<file path="config.mk">
export PLATFORM = sky130hd
export DESIGN_NAME = spvg_mul
export DESIGN_NICKNAME = d
export VERILOG_FILES = /design/src/design/spvg_pkg.sv /design/src/design/spvg_mul.sv
export SDC_FILE = /design/constraint.sdc
export NUM_CORES = 2
export LEC_CHECK = 0
export BUFFER_PORTS_ARGS = -buffer_cell sky130_fd_sc_hd__buf_4
export CELL_PAD_IN_SITES_DETAIL_PLACEMENT = 1
export CELL_PAD_IN_SITES_GLOBAL_PLACEMENT = 2
export CORE_MARGIN = 1.5
export CORE_UTILIZATION = 41
export CTS_BUF_LIST = sky130_fd_sc_hd__clkbuf_16
export CTS_CLUSTER_SIZE = 24
export DETAILED_ROUTE_END_ITERATION = 12
export GPL_ROUTABILITY_DRIVEN = 0
export HOLD_SLACK_MARGIN = 0.02
export PLACE_DENSITY_LB_ADDON = 0.1
export SYNTH_ARGS = -nofsm -noshare
export SYNTH_HDL_FRONTEND = slang
export SYNTH_SLANG_ARGS = --single-unit
</file>
<file path="constraint.sdc">
create_clock -name clock -period 9.8 [get_ports clock]
set_input_delay 0.49 -clock clock [delete_from_list [all_inputs] [get_ports clock]]
set_output_delay 0.49 -clock clock [all_outputs]
set_load 0.05 [all_outputs]
</file>
<file path="src/design/spvg_pkg.sv">
// Shared types, constants and the sine table function of the star vertex generator.
`timescale 1ns / 1ps
`default_nettype none
package spvg_pkg;

   localparam int COORD_BITS_DEF = 16;
   localparam int TRIG_FRAC_BITS_DEF = 15;

   localparam longint PI_Q30 = 64'sd3373259426;
   localparam longint ONE_Q30 = 64'sd1073741824;

   // Taylor term denominators (2n)(2n+1) for n = 1..9
   localparam longint TAYLOR_DIV [9] = '{64'sd6, 64'sd20, 64'sd42, 64'sd72, 64'sd110,
                                         64'sd156, 64'sd210, 64'sd272, 64'sd342};

   localparam logic [19:0] RADIUS_MAX = 20'hFFFFF;
   localparam logic [19:0] RADIUS_RESET = 20'd12800;

   localparam int FULL_DEG = 360;
   localparam int RIGHT_DEG = 90;
   localparam int HALF_DEG = 180;
   localparam int THREE_Q_DEG = 270;
   localparam int STEP_DEG = 72;

   typedef enum logic [2:0] {
      CSR_START_X = 3'd0,
      CSR_START_Y = 3'd1,
      CSR_SPEED_X = 3'd2,
      CSR_SPEED_Y = 3'd3,
      CSR_DIR_X = 3'd4,
      CSR_DIR_Y = 3'd5,
      CSR_INIT_RADIUS = 3'd6
   } csr_type;

   typedef struct packed {
      logic busy;
      logic done;
   } unit_sts_type;

   // sine of k whole degrees, k in 0..90, Taylor series in Q2.30, rounded to frac bits
   function automatic longint sin_quarter(input int k, input int frac);
      longint x;
      longint x2;
      longint term;
      longint sum;
      int sh;
      x = longint'(k) * PI_Q30 / HALF_DEG;
      x2 = (x * x) / ONE_Q30;
      term = x;
      sum = x;
      sh = 30 - frac;
      for (int n = 1; n <= 9; n++) begin
         term = -((term * x2) / ONE_Q30);
         term = term / TAYLOR_DIV[n - 1];
         sum = sum + term;
      end
      if (sum < 0) begin
         sum = 0;
      end
      return (sum + (longint'(1) <<< (sh - 1))) >>> sh;
   endfunction

endpackage
`default_nettype wire

</file>
<file path="src/design/spvg_mul.sv">
// Shared modular multiplier built from three half-width partial products.
`timescale 1ns / 1ps
`default_nettype none
module spvg_mul #(
   parameter int W = 54
) (
   input  wire logic                 clock,
   input  wire logic                 reset,
   input  wire logic                 start,
   input  wire logic [W-1:0]         a,
   input  wire logic [W-1:0]         b,
   output logic [W-1:0]              product,
   output spvg_pkg::unit_sts_type    sts
);

   localparam int H = (W + 1) / 2;

   logic [W-1:0] a_ff, a_in, b_ff, b_in, acc_ff, acc_in;
   logic [1:0] step_ff, step_in;
   logic busy_ff, busy_in, done_ff, done_in;
   logic [H-1:0] op_a, op_b;
   logic [2*H-1:0] part;

   always_comb begin
      op_a = a_ff[H-1:0];
      op_b = b_ff[H-1:0];
      case (step_ff)
         2'd1: op_a = H'(a_ff[W-1:H]);
         2'd2: op_b = H'(b_ff[W-1:H]);
         default: ;
      endcase
   end

   assign part = op_a * op_b;

   always_comb begin
      a_in = a_ff;
      b_in = b_ff;
      acc_in = acc_ff;
      step_in = step_ff;
      busy_in = busy_ff;
      done_in = 1'b0;
      if (start) begin
         a_in = a;
         b_in = b;
         step_in = 2'd0;
         busy_in = 1'b1;
      end else if (busy_ff) begin
         if (step_ff == 2'd0) begin
            acc_in = W'(part);
         end else begin
            acc_in = acc_ff + (W'(part) << H);
         end
         step_in = step_ff + 2'd1;
         if (step_ff == 2'd2) begin
            busy_in = 1'b0;
            done_in = 1'b1;
         end
      end
   end

   always_ff @(posedge clock) begin
      if (reset) begin
         busy_ff <= 1'b0;
         done_ff <= 1'b0;
         step_ff <= 2'd0;
      end else begin
         busy_ff <= busy_in;
         done_ff <= done_in;
         step_ff <= step_in;
      end
      a_ff <= a_in;
      b_ff <= b_in;
      acc_ff <= acc_in;
   end

   assign product = acc_ff;
   assign sts.busy = busy_ff;
   assign sts.done = done_ff;

endmodule
`default_nettype wire

</file>
==> qor.txt <==
Buffers on Ports - 166
Sink Count - 166
CORE AREA - 74800 um2
Unrepaired setup endpoints after global routing - true
Setup CP Type - register to register
Initial core utilization - 41.7%
Post-synth EDFFs - 162
DRC Markers - 0
Critical Path End - product[47]
Mapped Cells - 3306
GRT Max-Usage Layer - met2
Ys Warns - 0
Initial DRC count - 1500
Number of I/O pins - 167
Full die area - 77700 um2
Cts hold-fix bufs - 0
Hold WC Path Type - primary input to register
CP max FO - 24
Post-synth ARST share - 0%
CTS-repair resized insts - 0
Vias per cell - 5.36
R2R setup slack - 0.36 ns
Leading cell type in the layout, fill and taps excluded - inv_1
Fin. max-slew vios - 0
Tmin final - 9.44 ns
Fraction of layout cells with a size suffix above 1 - 11.1%
Critical Path AT - 9.71 ns
Primary FF master, synth - edfxtp_1
Setup crit end kind - register
Final worst setup slack - 0.363 ns
Mapped Area - 31200 um2
Total track usage - 30.2%
Total CTS buffers - 17
DRT Pass-1 Iters - 7
CTS H-tree lvls - 4
Vias in the first global route - 26471
Gr ovfl total - 0
Post-CTS Setup Bufs - 0
Sequential share of the synthesized area - 15.9%
Fmax - 106 MHz
Worst Setup SP - step_ff[0]
Critical path required time - 10.07 ns
Initial antenna violation count - 4
Grt met1 use - 40.0%
Crit path buf inv count - 7
R2r startpoint - step_ff[0]
Met2 usage - 48.6%
Filler cells - 8555
Crit share post-route - 96.3%
CTS tree - built
Max cap viols - 0
Drt wl/cell - 25.6 um
Largest net degree at the start of global routing - 80
Via count - 23616
Commonest cells after routing, fill and taps aside - inv_1, fa_1, nand2_1
Die W - 279 um
FF+latch count, synth - 166
Skew-Pair Late Insertion Delay - 0.53 ns
Post-layout util - 46.0%
Post-synth cell types - 81
Clk buf depth - 2
Layout area overhead - 10.3%
Met3 usage - 7.01%
Root buffer cell - clkbuf_16
Final hold violation count - 0
Clock Pin Slew Worst Setup and Hold Paths - 0.09 ns
Avg Cell Area, Syn - 9.43 um2
Worst setup SP type - register
Cell mode on critical path - fa_1
Final Skew - 0.0232 ns
Die height - 279 um
Worst path depth - 33
FF-to-FF End - product[47]
Crit path max-delay family - adder cells
CP peak stage delay - 0.56 ns
First-pass GRT wire length - 170000 um
# nets final - 4381
Outcome - finished, final reports clean
Rows - 100
Relative slew margins - 13.6%
Post-Syn Nets - 4265
Slowest-stage cell, CP - xnor2_1
R2r worst-path depth - 33
Routed Antenna Nets - 0
Total Wirelength - 113000 um
Worst Setup Slack post-DPL - 0.397 ns
Final setup viols - 0
Post-DP HPWL - 94700 um
Least-Margin Pin Slew - 1.30 ns
==> flip-flops by register name, summed over array words and instances (netlist names) <==
name     count
done_ff      1
busy_ff      1
b_ff        54
step_ff      2
a_ff        54
product     54
==> Yosys cell counts, types with 9 or more instances <==
cell type | count | share of area, %
nor2_1 | 299 | 3.6
edfxtp_1 | 162 | 16
o21bai_1 | 14 | 0.34
clkbuf_1 | 126 | 1.5
nand2b_1 | 12 | 0.24
fa_1 | 625 | 40
buf_1 | 9 | 0.11
nand2_1 | 506 | 6.1
ha_1 | 223 | 8.9
and3_1 | 9 | 0.18
a21o_1 | 38 | 0.91
o21ai_0 | 31 | 0.50
mux2i_1 | 55 | 1.8
and2_1 | 34 | 0.68
o21a_1 | 9 | 0.22
a211oi_1 | 9 | 0.22
nand4_1 | 18 | 0.36
nor2b_1 | 14 | 0.28
xor2_1 | 22 | 0.62
a31oi_1 | 10 | 0.20
mux2_2 | 57 | 2.1
nor3_1 | 14 | 0.22
o21ai_1 | 18 | 0.29
inv_1 | 737 | 8.9
nand3_1 | 16 | 0.26
xnor2_1 | 35 | 0.98
a21oi_1 | 87 | 1.4
==> cell families (layout without fill, tap and decap cells) <==
family,count (synthesis),in the layout,share of synthesized area (%)
adder cells (fa/ha/maj),848,848,49.1
XOR/XNOR,58,58,1.67
AND/OR/NAND/NOR,960,960,12.8
other,0,4,0
buffers and inverters,886,1015,10.8
multiplexers,113,113,3.86
AO/OA/AOI/OAI,275,275,5.92
flip-flops,166,166,15.9
==> layer usage <==
| metal | wire [um] | share of wire, % |
|---|---|---|
| met1 | 48000 | 42 |
| met2 | 52700 | 47 |
| met3 | 7900 | 7.0 |
| met4 | 4350 | 3.9 |
| met5 | 0 | 0 |
==> worst reg2reg max path, delay by kind of cell (launching register included) <==
family | cells | cell delay [ns]
compound gates | 7 | 1.33
mux | 1 | 0.21
buf+inv | 7 | 0.96
xor+xnor | 2 | 0.77
fa+ha+maj | 10 | 4.51
simple gates | 6 | 1.01
flops | 1 | 0.37
==> stage by stage <==
stage | TNS [ns] | instance area, um2 | hold slack (ns) | std cells
finish | 0 | 34400 | 0.136 | 4408
floorplan | 0 | 31200 | 0.509 | 3306
detailed placement | 0 | 33700 | 0.598 | 4372
CTS | 0 | 34400 | 0.0935 | 4404
global route | -0.00778 | 34400 | 0.106 | 4408
global placement | 0 | 33700 | 0.563 | 4372
==> worst min-delay path by stage <==
stage	startpoint	slack [ns]	end	depth (start not counted)
after floorplan	step_ff[1]	0.51	step_ff[1]	2
after global placement	step_ff[1]	0.56	step_ff[1]	2
after detailed placement	step_ff[0]	0.60	step_ff[0]	2
after CTS	b[24]	0.09	b_ff[24]	1
after global routing	b[41]	0.11	b_ff[41]	1
final	a[10]	0.14	a_ff[10]	1
==> cell type report <==
type | count | area (um2) | share of cell area, %
multi-input cells | 2254 | 23000 | 66.8
flip-flops and latches | 166 | 4940 | 14.4
inverters | 738 | 2770 | 8.05
repair buffers | 245 | 1860 | 5.42
well taps | 969 | 1210 | 3.52
clock buffers | 17 | 425 | 1.24
clock inverters | 15 | 201 | 0.586
diodes | 4 | 10.0 | 0.0291
Power is not shown: default switching activity piles up to over one toggle a cycle in this logic, so the estimate is an artifact.
