**src/design/spvg_pkg.sv**
```systemverilog
// Shared types, constants and the sine table function of the star vertex generator.
`timescale 1ns / 1ps
`default_nettype none
package spvg_pkg;

   localparam int COORD_BITS_DEF = 16;
   localparam int TRIG_FRAC_BITS_DEF = 15;

   localparam longint PI_Q30 = 64'sd3373259426;
   localparam longint ONE_Q30 = 64'sd1073741824;

   // Taylor term denominators (2n)(2n+1) for n = 1..9
   localparam longint TAYLOR_DIV [9] = '{64'sd6, 64'sd20, 64'sd42, 64'sd72, 64'sd110,
                                         64'sd156, 64'sd210, 64'sd272, 64'sd342};

   localparam logic [19:0] RADIUS_MAX = 20'hFFFFF;
   localparam logic [19:0] RADIUS_RESET = 20'd12800;

   localparam int FULL_DEG = 360;
   localparam int RIGHT_DEG = 90;
   localparam int HALF_DEG = 180;
   localparam int THREE_Q_DEG = 270;
   localparam int STEP_DEG = 72;

   typedef enum logic [2:0] {
      CSR_START_X = 3'd0,
      CSR_START_Y = 3'd1,
      CSR_SPEED_X = 3'd2,
      CSR_SPEED_Y = 3'd3,
      CSR_DIR_X = 3'd4,
      CSR_DIR_Y = 3'd5,
      CSR_INIT_RADIUS = 3'd6
   } csr_type;

   typedef struct packed {
      logic busy;
      logic done;
   } unit_sts_type;

   // sine of k whole degrees, k in 0..90, Taylor series in Q2.30, rounded to frac bits
   function automatic longint sin_quarter(input int k, input int frac);
      longint x;
      longint x2;
      longint term;
      longint sum;
      int sh;
      x = longint'(k) * PI_Q30 / HALF_DEG;
      x2 = (x * x) / ONE_Q30;
      term = x;
      sum = x;
      sh = 30 - frac;
      for (int n = 1; n <= 9; n++) begin
         term = -((term * x2) / ONE_Q30);
         term = term / TAYLOR_DIV[n - 1];
         sum = sum + term;
      end
      if (sum < 0) begin
         sum = 0;
      end
      return (sum + (longint'(1) <<< (sh - 1))) >>> sh;
   endfunction

endpackage
`default_nettype wire

```
**src/design/spvg_div.sv**
```systemverilog
// Restoring signed divider, one quotient bit per cycle, truncating toward zero.
`timescale 1ns / 1ps
`default_nettype none
module spvg_div #(
   parameter int W = 54
) (
   input  wire logic                 clock,
   input  wire logic                 reset,
   input  wire logic                 start,
   input  wire logic [W-1:0]         num,
   input  wire logic [W-1:0]         den,
   output logic [W-1:0]              quot,
   output spvg_pkg::unit_sts_type    sts
);

   localparam int CW = $clog2(W + 1);

   logic [W-1:0] q_ff, q_in, d_ff, d_in;
   logic [W:0] rem_ff, rem_in, rem_sh, trial;
   logic [CW-1:0] cnt_ff, cnt_in;
   logic neg_ff, neg_in, busy_ff, busy_in, done_ff, done_in;

   assign rem_sh = {rem_ff[W-1:0], q_ff[W-1]};
   assign trial = rem_sh - {1'b0, d_ff};

   always_comb begin
      q_in = q_ff;
      d_in = d_ff;
      rem_in = rem_ff;
      cnt_in = cnt_ff;
      neg_in = neg_ff;
      busy_in = busy_ff;
      done_in = 1'b0;
      if (start) begin
         q_in = num[W-1] ? (~num + 1'b1) : num;
         d_in = den[W-1] ? (~den + 1'b1) : den;
         rem_in = '0;
         cnt_in = CW'(W);
         neg_in = num[W-1] ^ den[W-1];
         busy_in = 1'b1;
      end else if (busy_ff) begin
         q_in = {q_ff[W-2:0], ~trial[W]};
         rem_in = trial[W] ? rem_sh : trial;
         cnt_in = cnt_ff - 1'b1;
         if (cnt_ff == CW'(1)) begin
            busy_in = 1'b0;
            done_in = 1'b1;
         end
      end
   end

   always_ff @(posedge clock) begin
      if (reset) begin
         busy_ff <= 1'b0;
         done_ff <= 1'b0;
         cnt_ff <= '0;
      end else begin
         busy_ff <= busy_in;
         done_ff <= done_in;
         cnt_ff <= cnt_in;
      end
      q_ff <= q_in;
      d_ff <= d_in;
      rem_ff <= rem_in;
      neg_ff <= neg_in;
   end

   assign quot = neg_ff ? (~q_ff + 1'b1) : q_ff;
   assign sts.busy = busy_ff;
   assign sts.done = done_ff;

endmodule
`default_nettype wire

```
**config.mk**
```make
export PLATFORM = sky130hd
export DESIGN_NAME = spvg_div
export DESIGN_NICKNAME = d
export VERILOG_FILES = /design/src/design/spvg_pkg.sv /design/src/design/spvg_div.sv
export SDC_FILE = /design/constraint.sdc
export NUM_CORES = 1
export LEC_CHECK = 0
export BUFFER_PORTS_ARGS = -buffer_cell sky130_fd_sc_hd__buf_2
export CORE_MARGIN = 2
export CORE_UTILIZATION = 60
export CTS_CLUSTER_DIAMETER = 30
export DETAILED_ROUTE_END_ITERATION = 16
export GPL_TIMING_DRIVEN = 0
export PLACE_DENSITY_LB_ADDON = 0.1
export RECOVER_POWER = 25
export SYNTH_ARGS = -nofsm -noshare
export SYNTH_HDL_FRONTEND = slang
export SYNTH_SLANG_ARGS = --single-unit
export TNS_END_PERCENT = 50
```
**constraint.sdc**
```tcl
create_clock -name clock -period 5.7 [get_ports clock]
set_input_delay 0 -clock clock [delete_from_list [all_inputs] [get_ports clock]]
set_output_delay 0 -clock clock [all_outputs]
set_load 0.005 [all_outputs]
```
==> summary.txt <==
Status
  • Outcome: complete, but fails checks
  • Violated checks: max-capacitance violations, max-slew violations

Clock network
  • Clock Root Buffer: clkbuf_16
  • Max H-tree Level: 4
  • Reg clk slew, reported paths: roughly 0.07 ns
  • Post-CTS Setup Inserts: 0
  • Sink Count: around 170
  • Cts bufs inserted: 17
  • CTS tree: done
  • CTS Buffer Depth: 2
  • Worst-Skew Late Latency: approximately 0.45 ns

Final layout
  • Fin nets: approximately 2,000
  • Non-Filler Instances: around 2,100
  • Fillers: 1,670
  • Area grow syn2layout: 20.67%
  • Post-layout util: approximately 74%
  • Layout cells sized above 1: around an eighth

STA
  • Final setup viols: 0
  • F_max: between 150 and 200 MHz
  • Tightest Pin Transition: 3.032 ns
  • Final hold violation count: 0
  • Worst slew margin: -102.1%
  • Min setup slack post-route: 0.3802 ns
  • Post-route minimum period: roughly 5.3 ns
  • Slew Viols, Final: 57
  • Clock Skew: approximately 0.014 ns
  • Final period utilization: 93.33%
  • RSZ-0062 raised after global routing: false
  • Fin Hold WS: 0.005204 ns

Floorplan
  • Die ar.: around 0.023 sq mm
  • I/O pins: 167
  • Die outline height: 151.2 microns
  • Core Region: ~0.021 sq mm
  • Row count: 53
  • Initial Utilization: between 60% and 70%
  • Die X: around 150 microns

Routing
  • Via count: around 13,000
  • Routed wire length: between 30 and 40 mm
  • Drt via density: approximately 6
  • TritonRoute pass-1 iters: 6
  • Detailed Route Iter0 Violations: between 1,000 and 1,500
  • DRC viols: 0
  • Final ANT Viol Nets: 0
  • Wire per inst: 18.09 microns

Global routing
  • Vias in the first global route: approximately 12,000
  • Largest net degree at the start of global routing: between 50 and 60
  • Initial antenna violation count: 3
  • First-pass GRT wire length: 59.35 mm
  • GRT Residual Overflow: 0
  • GRT Total Usage: 32.88%

Placed design
  • Placed insts: just under 2,000
  • Hpwl dp: approximately 28 mm
  • Port-buffer cells: 163
  • Pre-CTS setup slack: -0.004125 ns
  • Gpl congestion: between 0.9 and 1

Yosys
  • Syn Nets: around 1,700
  • FFs w/ async S/R, synth: 0%
  • Syn. warnings: 0
  • Cells after Synth: roughly 1,500
  • Synth Cell Area: ~0.013 sq mm
  • Seq/Total Area, Yosys: 34.72%
  • Yosys reg bits: 171
  • EDFF count, synth: 109
  • Top FF cell, synth: edfxtp_1
  • Synth unique cells: 67
  • Syn Area/Cell: between 8 and 9 sq um

Pwr
  • Leak pwr: about 6.2 nW
  • P per Cell Area: roughly 250 mW/mm^2
  • Tot Pwr: about 3.9 mW
  • Max VDD drop: between 150 and 200 uV

Setup path
  • Startpoint Class: flop
  • Reg2reg setup slack: 0.38 ns
  • Reg-to-Reg End: rem_ff[37]$_SDFFE_PP0P_
  • CP Capture Type: flop
  • CP cell instances: inv_1, ha_1, inv_1, fa_1, a21o_1, a221oi_2, o311a_1, a211oi_1, nor4b_2, o31ai_1, xnor2_1, clkbuf_1, clkbuf_1, nand2_1, o211ai_1, o211a_1
  • Worst Path Required: 6.09 ns
  • Worst setup endpoint: rem_ff[37]$_SDFFE_PP0P_
  • Setup CP Type: flop to flop
  • Worst reg2reg path depth: 16
  • CP max stage delay: between 0.6 and 0.7 ns
  • Crit-path slowest cell: xnor2_1
  • Crit-path max FO: 10
  • Worst Path Arrival: 5.71 ns
  • RR Startpoint: q_ff[53]$_DFFE_PP_
  • CP startpoint: q_ff[53]$_DFFE_PP_

Run
  • MaxCap Viol Count: 1

Hold path
  • HP Class: input pin to flop
[through the flow]
step	setup TNS, ns	cell area [sq um]
2_1_floorplan	0	13000
3_3_place_gp	0	14160
3_5_place_dp	-0.004125	14180
4_1_cts	0	15680
5_1_grt	0	15690
6_report	0	15690
[power breakdown]
part	switching, mW	leakage (nW)	internal (mW)	total [mW]
Clock	0.525	0.271	0.601	1.13
Sequential	0.102	1.58	1.46	1.56
Combinational	0.687	4.39	0.505	1.19
Total	1.31	6.24	2.57	3.88
[state kept, by name, summed over array words and instances, names as in the netlist]
name     flops
busy_ff      1
cnt_ff       6
d_ff        54
done_ff      1
neg_ff       1
q_ff        54
rem_ff      54
[worst max-delay path, delay by kind of cell, from the launching register on]
kind                     cells  cell delay [ns]
adder cells (fa/ha/maj)      2             0.57
AO/OA/AOI/OAI                7             1.64
AND/OR/NAND/NOR              2             0.67
buffers and inverters        4             1.23
flip-flops                   1             0.52
XOR/XNOR                     1             0.64
[worst min path at each step]
stage,start,endpoint,slack [ns],cells after the start
floorplan,den[0],d_ff[0]$_DFFE_PP_,0.1,0
global placement,den[0],d_ff[0]$_DFFE_PP_,0.28,1
detailed placement,den[0],d_ff[0]$_DFFE_PP_,0.28,1
CTS,num[26],q_ff[26]$_DFFE_PP_,0.001,3
global route,num[20],q_ff[20]$_DFFE_PP_,0.02,3
finish,num[44],q_ff[44]$_DFFE_PP_,0.005,3
[Yosys cell counts, types with 8 or more instances]
library cell / count / area share (%)
xnor2_1: 134 / 9.0
nand4_1: 25 / 1.2
nor2_1: 166 / 4.8
nor3_1: 19 / 0.73
nand2_1: 103 / 3.0
xor2_1: 76 / 5.1
a21oi_1: 160 / 6.2
or3_1: 25 / 1.2
o211ai_1: 11 / 0.64
o21ai_0: 103 / 4.0
edfxtp_1: 109 / 25
clkbuf_1: 78 / 2.3
a211oi_1: 38 / 2.2
ha_1: 59 / 5.7
nand3_1: 15 / 0.58
o41ai_1: 19 / 1.3
a21o_1: 21 / 1.2
inv_1: 81 / 2.3
o211a_1: 8 / 0.62
dfxtp_1: 62 / 9.5
o21bai_1: 8 / 0.46
o31ai_1: 51 / 2.9
or4_1: 34 / 2.0
nand2b_1: 13 / 0.63
[repair_timing]
action                                  in CTS  in global routing
endpoints found under the setup margin       2                  5
hold buffers                                94                  0
resized for setup                            1                  1
gates cloned                                 0                  0
endpoints found under the hold margin       87                  0
[cells by family (layout without fill, tap and decap cells)]
group / after synthesis / in the layout / share of synthesized area (%)
AO/OA/AOI/OAI: 466 / 466 / 22.54
XOR/XNOR: 210 / 210 / 14.15
adder cells (fa/ha/maj): 60 / 60 / 5.832
buffers and inverters: 167 / 457 / 4.908
flip-flops: 171 / 171 / 34.72
multiplexers: 10 / 10 / 0.7988
other: 0 / 3 / 0
AND/OR/NAND/NOR: 452 / 452 / 17.05
[area by class of cell]
cell class	instances	area, sq um	share of cell area (%)
Sequential cell	171	4514	28.77
Timing Repair Buffer	258	1768	11.27
Clock buffer	22	474.2	3.023
Buffer	86	334.1	2.129
Tap cell	275	344.1	2.193
Multi-Input combinational cell	1198	7861	50.11
Inverter	81	304.0	1.938
Antenna cell	3	7.507	0.04785
Clock inverter	10	81.33	0.5184
[routing by layer]
| metal | track usage (%) | vias to the layer above | share of wire [%] |
|---|---|---|---|
| met5 | 0 | - | 0.034 |
| met4 | 11.26 | 2 | 2.4 |
| met3 | 5.361 | 80 | 7.8 |
| met2 | 54.05 | 619 | 46 |
| met1 | 44.13 | 5955 | 44 |
| li1 | - | 6137 | - |
[cells in the final DEF (no fill, tap or decap), drive strengths merged, types with 19 or more instances in the layout]
master       count
edfxtp         109
a211oi          38
nor2           166
buf            163
dfxtp           62
a21o            21
o41ai           21
or3             27
o31ai           52
clkbuf         109
xor2            76
nand2          103
nand4           25
nor3            19
a21oi          160
xnor2          134
inv             86
o21ai          103
or4             38
ha              59
dlygate4sd3     94
Note: power is estimated with default switching activity, not from simulation.
